### src/hw/rtl/assert_macros.svh
// Assertion helpers shared by the unpacker RTL.
// Both expect signals named clk and rst_n in the enclosing module.
`ifndef ASSERT_MACROS_SVH
`define ASSERT_MACROS_SVH

// Same-cycle implication.
`define PCU_ASSERT_SAME(label, ante, cons) \
  label: assert property (@(posedge clk) disable iff (!rst_n) (ante) |-> (cons)) \
    else $error("pcu assertion failed");

// Next-cycle implication.
`define PCU_ASSERT_NEXT(label, ante, cons) \
  label: assert property (@(posedge clk) disable iff (!rst_n) (ante) |=> (cons)) \
    else $error("pcu assertion failed");

`endif

### src/hw/rtl/pcu_pkg.sv
`default_nettype none

package pcu_pkg;

  // configuration register indexes
  localparam logic [2:0] CFG_PIXEL_FORMAT = 3'd0;
  localparam logic [2:0] CFG_GRAY_MAXIMUM = 3'd1;
  localparam logic [2:0] CFG_GLYPH_WIDTH  = 3'd2;
  localparam logic [2:0] CFG_GLYPH_ROWS   = 3'd3;
  localparam logic [2:0] CFG_ROW_PITCH    = 3'd4;

  // pixel format codes
  localparam logic [1:0] FMT_1BPP = 2'd0;
  localparam logic [1:0] FMT_2BPP = 2'd1;
  localparam logic [1:0] FMT_4BPP = 2'd2;
  localparam logic [1:0] FMT_8BPP = 2'd3;

  localparam logic [10:0] FIELD_LIMIT = 11'd1024;
  localparam logic [3:0]  DIV_STEPS   = 4'd8;

  typedef enum logic [2:0] {
    S_IDLE = 3'b001,
    S_RUN  = 3'b010,
    S_DIV  = 3'b100
  } state_t;

  // clamped configuration as seen by the datapath
  typedef struct packed {
    logic [1:0]  fmt;
    logic [1:0]  shamt;   // log2 of pixels per byte
    logic [7:0]  maxv;    // 8-bit mode divisor
    logic [10:0] pitch;
    logic [10:0] rows;
    logic [10:0] width;
    logic        empty;
  } cfg_t;

  typedef struct packed {
    logic busy;
    logic done;
  } div_stat_t;

endpackage

`default_nettype wire

### src/hw/rtl/pcu_cfg_regs.sv
`default_nettype none

module pcu_cfg_regs
  import pcu_pkg::*;
#(
  parameter int MAX_WIDTH = 1024
) (
  input  wire logic        clk,
  input  wire logic        rst_n,
  input  wire logic        wr_en,
  input  wire logic [2:0]  wr_index,
  input  wire logic [10:0] wr_data,
  output cfg_t             cfg
);

  localparam int          LIMIT_INT   = (MAX_WIDTH < 1024) ? MAX_WIDTH : 1024;
  localparam logic [10:0] WIDTH_LIMIT = 11'(LIMIT_INT);

  logic [1:0]  pixel_format_r;
  logic [7:0]  gray_maximum_r;
  logic [10:0] glyph_width_r;
  logic [10:0] glyph_rows_r;
  logic [10:0] row_pitch_r;

  logic [10:0] pitch;
  logic [10:0] width_a;
  logic [13:0] pitch_px;

  always_ff @(posedge clk) begin
    if (!rst_n) begin
      pixel_format_r <= FMT_8BPP;
      gray_maximum_r <= 8'd255;
      glyph_width_r  <= 11'd0;
      glyph_rows_r   <= 11'd0;
      row_pitch_r    <= 11'd1;
    end else if (wr_en) begin
      case (wr_index)
        CFG_PIXEL_FORMAT: pixel_format_r <= wr_data[1:0];
        CFG_GRAY_MAXIMUM: gray_maximum_r <= wr_data[7:0];
        CFG_GLYPH_WIDTH:  glyph_width_r  <= wr_data;
        CFG_GLYPH_ROWS:   glyph_rows_r   <= wr_data;
        CFG_ROW_PITCH:    row_pitch_r    <= wr_data;
        default: ;
      endcase
    end
  end

  always_comb begin
    if (row_pitch_r == 11'd0) begin
      pitch = 11'd1;
    end else if (row_pitch_r > FIELD_LIMIT) begin
      pitch = FIELD_LIMIT;
    end else begin
      pitch = row_pitch_r;
    end
    width_a  = (glyph_width_r > WIDTH_LIMIT) ? WIDTH_LIMIT : glyph_width_r;
    pitch_px = 14'(pitch) << (~pixel_format_r);

    cfg.fmt   = pixel_format_r;
    cfg.shamt = ~pixel_format_r;
    cfg.maxv  = (gray_maximum_r == 8'd0) ? 8'd255 : gray_maximum_r;
    cfg.pitch = pitch;
    cfg.rows  = (glyph_rows_r > FIELD_LIMIT) ? FIELD_LIMIT : glyph_rows_r;
    cfg.width = (14'(width_a) > pitch_px) ? pitch_px[10:0] : width_a;
    cfg.empty = (glyph_width_r == 11'd0) || (glyph_rows_r == 11'd0);
  end

endmodule

`default_nettype wire

### src/hw/rtl/pcu_divider.sv
`default_nettype none

`include "assert_macros.svh"

// Restoring divider, one quotient bit per cycle.
// Caller guarantees dividend < divisor * 256 so the quotient fits 8 bits.
module pcu_divider
  import pcu_pkg::*;
(
  input  wire logic        clk,
  input  wire logic        rst_n,
  input  wire logic        start,
  input  wire logic [15:0] dividend,
  input  wire logic [7:0]  divisor,
  output div_stat_t        stat,
  output logic [7:0]       quotient
);

  logic [7:0] rem_r;
  logic [7:0] num_r;
  logic [7:0] q_r;
  logic [3:0] cnt_r;
  logic       done_r;

  logic [8:0] trial;
  logic [8:0] diff;
  logic       fits;

  assign trial = {rem_r, num_r[7]};
  assign diff  = trial - {1'b0, divisor};
  assign fits  = trial >= {1'b0, divisor};

  always_ff @(posedge clk) begin
    if (!rst_n) begin
      cnt_r  <= 4'd0;
      done_r <= 1'b0;
    end else if (start) begin
      cnt_r  <= DIV_STEPS;
      done_r <= 1'b0;
    end else if (cnt_r != 4'd0) begin
      cnt_r  <= cnt_r - 4'd1;
      done_r <= (cnt_r == 4'd1);
    end
  end

  always_ff @(posedge clk) begin
    if (start) begin
      rem_r <= dividend[15:8];
      num_r <= dividend[7:0];
      q_r   <= 8'd0;
    end else if (cnt_r != 4'd0) begin
      rem_r <= fits ? diff[7:0] : trial[7:0];
      num_r <= {num_r[6:0], 1'b0};
      q_r   <= {q_r[6:0], fits};
    end
  end

  assign stat.busy = (cnt_r != 4'd0);
  assign stat.done = done_r;
  assign quotient  = q_r;

  `PCU_ASSERT_NEXT(a_start_busy, start, stat.busy)
  `PCU_ASSERT_SAME(a_done_idle, stat.done, !stat.busy)

endmodule

`default_nettype wire

### src/hw/rtl/packed_coverage_unpacker.sv
// Packed coverage unpacker: turns a 1/2/4/8 bpp glyph bitmap into 8-bit
// coverage pixels, one output item per pixel.
// Input channel (in_*): one source byte per item, rows of row_pitch bytes.
// Output channel (out_*): coverage, column and last-of-byte / end-of-row /
// end-of-glyph flags. Padding bytes and samples past the width produce nothing.
// Config channel (cfg_*): index/data writes, always ready; write only when idle.
// Timing: a byte is taken while the sequencer is idle, then pixels leave the
// sequencer one per cycle into the output register while the output is not
// stalled. In 8 bpp mode the scale by the gray maximum runs through a serial
// divider unless the sample saturates. A padding byte emits nothing. The first
// pixel goes from the byte registers through the output register; in 8 bpp it
// waits for the divider first.
// in_stall is high while a byte is being worked on; a stalled output holds
// its item and the sequencer waits for it to drain.
// Reset (synchronous, active low) restores register defaults, clears the
// row/byte counters and drops any pending output.
`default_nettype none

`include "assert_macros.svh"

module packed_coverage_unpacker
  import pcu_pkg::*;
#(
  parameter int MAX_WIDTH = 1024
) (
  input  wire logic        clk,
  input  wire logic        rst_n,

  input  wire logic        in_valid,
  output logic             in_stall,
  input  wire logic [7:0]  in_source_byte,

  output logic             out_valid,
  input  wire logic        out_stall,
  output logic [7:0]       out_coverage,
  output logic [9:0]       out_column,
  output logic             out_last_of_byte,
  output logic             out_end_of_row,
  output logic             out_end_of_glyph,

  input  wire logic        cfg_valid,
  output logic             cfg_ready,
  input  wire logic [2:0]  cfg_index,
  input  wire logic [10:0] cfg_data
);

  cfg_t      cfg;
  div_stat_t div_stat;
  logic [7:0] quotient;

  state_t      state_r, state_nxt;
  logic [9:0]  byte_in_row_r, byte_in_row_nxt;
  logic [9:0]  row_index_r, row_index_nxt;
  logic [7:0]  sh_r, sh_nxt;
  logic [2:0]  k_r, k_nxt;
  logic [12:0] base_r, base_nxt;
  logic        last_row_r, last_row_nxt;

  logic        out_valid_r;
  logic [7:0]  out_coverage_r;
  logic [9:0]  out_column_r;
  logic        out_last_of_byte_r;
  logic        out_end_of_row_r;
  logic        out_end_of_glyph_r;

  logic        in_accept;
  logic        byte_end;
  logic        last_row;
  logic [12:0] base_now;
  logic [13:0] col;
  logic [13:0] col_p1;
  logic [13:0] width14;
  logic        k_last;
  logic        pix_last;
  logic        pix_eor;
  logic        out_free;
  logic        need_div;
  logic [15:0] dividend;
  logic [7:0]  cov_fast;
  logic [7:0]  sh_shifted;
  logic        div_start;
  logic        load;
  logic [7:0]  load_cov;
  logic        load_last;

  assign cfg_ready = 1'b1;

  pcu_cfg_regs #(
    .MAX_WIDTH (MAX_WIDTH)
  ) u_cfg (
    .clk      (clk),
    .rst_n    (rst_n),
    .wr_en    (cfg_valid && cfg_ready),
    .wr_index (cfg_index),
    .wr_data  (cfg_data),
    .cfg      (cfg)
  );

  pcu_divider u_div (
    .clk      (clk),
    .rst_n    (rst_n),
    .start    (div_start),
    .dividend (dividend),
    .divisor  (cfg.maxv),
    .stat     (div_stat),
    .quotient (quotient)
  );

  assign in_stall  = (state_r != S_IDLE);
  assign in_accept = in_valid && (state_r == S_IDLE);

  assign byte_end = {1'b0, byte_in_row_r} >= (cfg.pitch - 11'd1);
  assign last_row = {1'b0, row_index_r} >= (cfg.rows - 11'd1);
  assign base_now = 13'(byte_in_row_r) << cfg.shamt;

  assign col      = {1'b0, base_r} + 14'(k_r);
  assign col_p1   = col + 14'd1;
  assign width14  = 14'(cfg.width);
  assign k_last   = (k_r == (3'd7 >> cfg.fmt));
  assign pix_last = k_last || (col_p1 >= width14);
  assign pix_eor  = (col == width14 - 14'd1);
  assign out_free = !out_valid_r || !out_stall;

  // sample >= max saturates, so the divider only sees quotients below 256
  assign need_div = (cfg.fmt == FMT_8BPP) && (sh_r < cfg.maxv);
  assign dividend = {sh_r, 8'h00} - {8'h00, sh_r};

  // packed modes: sample*255/(2^bpp-1) is bit replication
  always_comb begin
    case (cfg.fmt)
      FMT_1BPP: begin
        cov_fast   = {8{sh_r[7]}};
        sh_shifted = {sh_r[6:0], 1'b0};
      end
      FMT_2BPP: begin
        cov_fast   = {4{sh_r[7:6]}};
        sh_shifted = {sh_r[5:0], 2'b00};
      end
      FMT_4BPP: begin
        cov_fast   = {2{sh_r[7:4]}};
        sh_shifted = {sh_r[3:0], 4'h0};
      end
      default: begin
        cov_fast   = 8'hFF;
        sh_shifted = 8'h00;
      end
    endcase
  end

  always_comb begin
    state_nxt       = state_r;
    byte_in_row_nxt = byte_in_row_r;
    row_index_nxt   = row_index_r;
    sh_nxt          = sh_r;
    k_nxt           = k_r;
    base_nxt        = base_r;
    last_row_nxt    = last_row_r;
    div_start       = 1'b0;
    load            = 1'b0;
    load_cov        = cov_fast;
    load_last       = pix_last;

    case (state_r)
      S_IDLE: begin
        if (in_accept && !cfg.empty) begin
          if (byte_end) begin
            byte_in_row_nxt = 10'd0;
            row_index_nxt   = last_row ? 10'd0 : row_index_r + 10'd1;
          end else begin
            byte_in_row_nxt = byte_in_row_r + 10'd1;
          end
          sh_nxt       = in_source_byte;
          k_nxt        = 3'd0;
          base_nxt     = base_now;
          last_row_nxt = last_row;
          // padding byte: nothing to emit
          if (base_now < 13'(cfg.width)) begin
            state_nxt = S_RUN;
          end
        end
      end
      S_RUN: begin
        if (need_div) begin
          div_start = 1'b1;
          state_nxt = S_DIV;
        end else if (out_free) begin
          load = 1'b1;
          if (pix_last) begin
            state_nxt = S_IDLE;
          end else begin
            k_nxt  = k_r + 3'd1;
            sh_nxt = sh_shifted;
          end
        end
      end
      S_DIV: begin
        if (div_stat.done && out_free) begin
          load      = 1'b1;
          load_cov  = quotient;
          load_last = 1'b1;
          state_nxt = S_IDLE;
        end
      end
      default: begin
        state_nxt = S_IDLE;
      end
    endcase
  end

  always_ff @(posedge clk) begin
    if (!rst_n) begin
      state_r       <= S_IDLE;
      byte_in_row_r <= 10'd0;
      row_index_r   <= 10'd0;
      out_valid_r   <= 1'b0;
    end else begin
      state_r       <= state_nxt;
      byte_in_row_r <= byte_in_row_nxt;
      row_index_r   <= row_index_nxt;
      out_valid_r   <= load || (out_valid_r && out_stall);
    end
  end

  always_ff @(posedge clk) begin
    sh_r       <= sh_nxt;
    k_r        <= k_nxt;
    base_r     <= base_nxt;
    last_row_r <= last_row_nxt;
    if (load) begin
      out_coverage_r     <= load_cov;
      out_column_r       <= col[9:0];
      out_last_of_byte_r <= load_last;
      out_end_of_row_r   <= pix_eor;
      out_end_of_glyph_r <= pix_eor && last_row_r;
    end
  end

  assign out_valid        = out_valid_r;
  assign out_coverage     = out_coverage_r;
  assign out_column       = out_column_r;
  assign out_last_of_byte = out_last_of_byte_r;
  assign out_end_of_row   = out_end_of_row_r;
  assign out_end_of_glyph = out_end_of_glyph_r;

  `PCU_ASSERT_SAME(a_div_wait_live, state_r == S_DIV, div_stat.busy || div_stat.done)
  `PCU_ASSERT_SAME(a_eog_flags, out_valid_r && out_end_of_glyph_r, out_end_of_row_r && out_last_of_byte_r)

endmodule

`default_nettype wire

### config.mk
export PLATFORM = sky130hd
export DESIGN_NAME = packed_coverage_unpacker
export DESIGN_NICKNAME = d
export VERILOG_FILES = /design/src/hw/rtl/pcu_pkg.sv /design/src/hw/rtl/pcu_cfg_regs.sv /design/src/hw/rtl/pcu_divider.sv /design/src/hw/rtl/packed_coverage_unpacker.sv
export VERILOG_INCLUDE_DIRS = /design/src /design/src/hw/rtl
export SDC_FILE = /design/constraint.sdc
export NUM_CORES = 1
export LEC_CHECK = 0
export BUFFER_PORTS_ARGS = -buffer_cell sky130_fd_sc_hd__buf_2
export CAP_MARGIN = 10
export CORE_ASPECT_RATIO = 0.5
export CORE_MARGIN = 1.5
export CORE_UTILIZATION = 63
export DETAILED_ROUTE_END_ITERATION = 8
export HOLD_SLACK_MARGIN = 0.1
export PLACE_DENSITY = 0.86
export SYNTH_ARGS = -nofsm -noshare
export SYNTH_HDL_FRONTEND = slang
export SYNTH_HIERARCHICAL = 1
export SYNTH_SLANG_ARGS = --single-unit
### constraint.sdc
create_clock -name clk -period 7.3 [get_ports clk]
set_clock_uncertainty 0.05 [all_clocks]
set_input_delay 0.73 -clock clk [delete_from_list [all_inputs] [get_ports clk]]
set_output_delay 0.73 -clock clk [all_outputs]
set_load 0.01 [all_outputs]
# Word level (Yosys, flattened, before mapping)
# Index checks and enable logic that the tools add are counted.
[word_totals]
register_bits = 142
[classes]
add_sub_neg = 11
magnitude_cmp = 10
n_eq_ne = 22
shifts = 3
mux = 44
bitwise = 2
n_reduce_logical = 32
[op_table]
columns = ["cell", "n"]
rows = [
  ["$mux W8", 12],
  ["$mux W11", 5],
  ["$pmux W8 S3", 2],
  ["$gt A11 B11 Y1 const B", 3],
  ["$logic_not A11 Y1", 3],
  ["$mux W3", 10],
  ["$ge A10 B11 Y1", 2],
  ["$sub A11 B1 Y11 const B", 2],
  ["$add A10 B1 Y10 const B", 2],
  ["$mux W10", 2],
  ["$pmux W8 S2", 1],
  ["$sub A16 B8 Y16", 1],
  ["$add A13 B3 Y14", 1],
  ["$add A14 B1 Y14 const B", 1],
  ["$eq A14 B14 Y1", 1],
  ["$ge A14 B11 Y1", 1],
  ["$gt A11 B14 Y1", 1],
  ["$shl A11 B2 Y14", 1],
  ["$lt A13 B11 Y1", 1],
  ["$shl A10 B2 Y13", 1],
  ["$reduce_and A2 Y1", 6],
  ["$sub A11 B1 Y12 const B", 1],
  ["$reduce_and A5 Y1", 2],
  ["$eq A3 B2 Y1 const B", 3],
  ["other kinds (33)", 59],
]

# Logic depth before layout (Yosys ltp)
[logic_depth]
ltp_word = 12
mapped_depth = 22

# Hierarchy
# The synthesis kept the hierarchy.
[by_module_without_submodules]
columns = ["mod", "n_inst", "cells_per_inst", "area_each_um2", "seq_area_each_um2"]
rows = [
  ["packed_coverage_unpacker", 1, 619, 5743.0, 1861.8],
  ["pcu_cfg_regs", 1, 347, 2658.8, 860.8],
  ["pcu_divider", 1, 183, 1744.2, 740.7],
]

# Least setup slack after synthesis
# Ideal clock, no wire load.
[synth_timing]
path_kind = "reg-to-reg"
startpoint = "register u_cfg.pixel_format_r[0]"
endpoint = "register k_r[0], enable pin"
setup_time_ns = 0.345
arrival_ns = 4.717
slack_ns = 2.188
path_stages_with_launch = 22
n_path_buf = 3
path_cell_list = "dfxtp_1 -> buf_2 -> buf_2 -> inv_1 -> a211oi_1 -> a311oi_1 -> o31ai_1 -> ha_1 -> nand4_1 -> or3_1 -> nand4_1 -> buf_4 -> mux2i_1 -> inv_1 -> ha_1 -> a2111oi_0 -> o21ai_0 -> a31oi_1 -> o211ai_1 -> a311oi_1 -> or4b_1 -> nand2_1"
[synth_rtl]
columns = ["item", "line", "rtl"]
rows = [
  ["start: declaration", "pcu_cfg_regs.sv:19", "logic [1:0] pixel_format_r;"],
  ["start signal: assignment", "pcu_cfg_regs.sv:38", "CFG_PIXEL_FORMAT: pixel_format_r <= wr_data[1:0];"],
  ["end signal: assignment", "packed_coverage_unpacker.sv:226", "k_r <= k_nxt;"],
  ["end: declaration", "packed_coverage_unpacker.sv:55", "logic [2:0] k_r, k_nxt;"],
]

==> run_results.csv <==
group,metric,value,unit
critical_path,required,7.33,ns
clocking,cts_root_buffer,"clkbuf_16",
synthesis,synthCells,1149,
clocking,worstSkewPairLatency,0.44,ns
global_route,grt_pass1_vias,8301,
sta,timing_hold_violations_final,0,
clocking,clkSinkCount,142,
die,core_area,0.0156,mm^2
synthesis,syn_area,0.0101,mm^2
critical_path,cp_max_fo,18,
sta,final-max-slew-violation-count,0,
global_route,grt_pass1_wl,40100,um
pwr,pwr_density_cell,233,mW/mm^2
die,die_height,92.7,um
global_route,antenna_found_initial,0,
routing,num_vias,8690,
final_layout,area_delta_synth_final,9.41,%
routing,routedWlPerCell,17.7,um
final_layout,drive_above_1_share,11.6,%
place,dp_hpwl,18500,um
hold_path,holdCritPathClass,"reg -> reg",
final_layout,fin_cells,1392,
critical_path,reg2reg_slack,0.98,ns
sta,min_period,6.32,ns
global_route,grt_max_degree,53,
status,status,"completed",
die,start_util,65.1,%
final_layout,n_antenna_cell,0,
synthesis,synth_cell_type_count,91,
global_route,track_usage,30.1,%
clocking,cts_tree,"yes",
sta,fmax,158,MHz
clocking,clkSlewWorstSetupHoldPaths,0.06,ns
clocking,h-tree-depth,4,
synthesis,synth-main-ff-cell,"dfxtp_1",
run,drv_cap,0,
clocking,cts_made_buffers,17,
synthesis,async_flop_share,0,%
synthesis,syn-num-nets,1259,
clocking,cts_setup_buffers,0,
synthesis,yosysWarningCount,6,
place,dpl.cell_count,1360,
pwr,peakVddDrop,0.173,mV
sta,slew_headroom,21.6,%
die,rows,32,
routing,routed_wl,24700,um
pwr,p_leak,4.56,nW
synthesis,synth-seq-cells,142,
critical_path,cp_data_arrival_time,6.34,ns
sta,setup-tns-final,0,ns
clocking,hold_buffers,0,
critical_path,worstSetupStartpointType,"flip-flop",
die,fp.dieW,182,um
routing,first_pass_iters,5,
die,io_pins,51,
sta,setup-violations-final,0,
synthesis,syn_avg_cell_area,8.83,um^2
sta,worst_slew_pin_slew,1.18,ns
place,place.gp.congestion,0.898,
routing,via_per_inst,6.24,
final_layout,final_nets,1285,
global_route,grt_overflow,0,
synthesis,yosysSeqAreaShare,34.1,%
final_layout,mostFrequentLayoutCell,"nand2_1",
final_layout,final_cell_mix,"nand2_1, nor2_1, ha_1",
critical_path,endpoint_kind,"flip-flop",
place,placement.io_buffers,49,
critical_path,crit_type,"reg -> reg",
sta,rsz0062_at_grt,"false",
synthesis,synth_edf_count,62,
clocking,cts_max_path_buffers,2,
clocking,cts_resized,0,
routing,drc,0,
routing,drt_iter0_drc,889,
die,dieArea,0.0169,mm^2
routing,antenna_left,0,
sta,fin_crit_sh,86.5,%
[cell families after synthesis]
logic type | after synthesis | share of synthesized area, %
and+or+nand+nor | 461 | 22.7
buffers and inverters | 116 | 4.50
adders and majority gates | 83 | 10.4
xor gates and xnor gates | 76 | 6.71
DFF | 142 | 34.1
other | 1 | 0.0370
muxes | 52 | 6.40
AOI/OAI and AO/OA | 218 | 15.1
[through the flow]
step	util, %	instance area, um^2	hold WS [ns]	power, mW	setup slack [ns]
floorplan	-	10100	0.382	1.55	2.19
global placement	67.4	10500	0.393	1.67	1.31
detailed placement	67.4	10500	0.412	1.70	1.10
CTS	71.3	11100	0.420	2.58	1.11
global route	71.3	11100	0.439	2.71	0.493
finish	71.3	11100	0.415	2.58	0.985
[path summary, 6_finish.rpt]
kind         cells past startpoint                                  from                        endpoint
min reg2reg                      2        u_div/quotient[7]$_SDFFE_PP0P_  u_div/quotient[7]$_SDFFE_PP0P_
max reg2reg                     19  u_cfg/pixel_format_r[1]$_SDFFE_PN1P_               sh_r[7]$_DFFE_PP_
max                             19  u_cfg/pixel_format_r[1]$_SDFFE_PN1P_               sh_r[7]$_DFFE_PP_
min                              2        u_div/quotient[7]$_SDFFE_PP0P_  u_div/quotient[7]$_SDFFE_PP0P_
[layout make-up]
| cell class | count | area [um^2] |
|---|---|---|
| Fill cell | 1126 | 4470 |
| Timing Repair Buffer | 55 | 290 |
| Tap cell | 204 | 255 |
| Clock buffer | 19 | 475 |
| Inverter | 68 | 255 |
| Multi-Input combinational cell | 891 | 6240 |
| Clock inverter | 13 | 124 |
| Sequential cell | 142 | 3460 |
[synth_stat cells, types with 4 or more instances]
library cell,instances,share of area (%)
nand2_1,161,6.0
clkbuf_1,37,1.4
dfxtp_1,80,16
xor2_1,13,1.1
o22ai_1,4,0.25
inv_1,68,2.5
a21o_1,12,0.89
xnor2_1,61,5.3
nor3_1,26,1.3
or2_1,8,0.49
a31oi_1,13,0.80
a2111oi_0,4,0.35
a21boi_0,33,2.4
o21ai_0,36,1.8
buf_4,4,0.30
nor3b_1,7,0.52
a311oi_1,7,0.60
nor4_1,16,0.99
or3_1,7,0.43
nor2b_1,29,1.8
mux2i_1,30,3.0
and3_1,10,0.62
o211ai_1,11,0.81
nand2b_1,13,0.80
nand3_1,44,2.2
mux4_2,9,2.0
nand4_1,12,0.74
ha_1,81,10
o21a_1,7,0.52
and2_1,10,0.62
a211oi_1,9,0.67
mux2_2,12,1.3
a21oi_1,41,2.0
o31ai_1,5,0.37
edfxtp_1,62,18
nor2_1,88,3.3
buf_2,5,0.25
[worst max-delay path, stage by stage, from the launching register on]
cell	delay (ns)
dfxtp_1	0.68
inv_1	0.22
nor2_1	0.22
a221o_1	0.18
o221ai_1	0.15
ha_1	0.37
nand3_1	0.11
o22a_1	0.22
o2111ai_1	0.11
nand4_1	0.59
mux2i_1	0.62
inv_1	0.14
ha_1	0.34
a2111oi_0	0.39
o21ai_0	0.15
a31oi_1	0.25
o211ai_1	0.13
a311oi_1	0.24
or4b_1	0.45
nand2_1	0.36
[flip-flops by register name, indices dropped and copies added, names as in the netlist, 10 cells and up]
register             flops
base_r                  13
u_cfg/glyph_rows_r      11
u_cfg/glyph_width_r     11
u_cfg/row_pitch_r       11
byte_in_row_r           10
out_column              10
row_index_r             10
[per-layer routing]
layer / GRT usage [%] / part of all wire, % / vias up
met5: 0 / 0 / -
met4: 8.26 / 1.7 / 0
met3: 7.39 / 7.7 / 48
met2: 51.0 / 47 / 348
met1: 38.5 / 43 / 4123
li1: - / - / 4171
[power by group]
part	internal (mW)	switching, mW
Sequential	0.957	0.0648
Clock	0.516	0.366
Combinational	0.289	0.392
Total	1.76	0.823
Power figures use the tool's default switching activity.
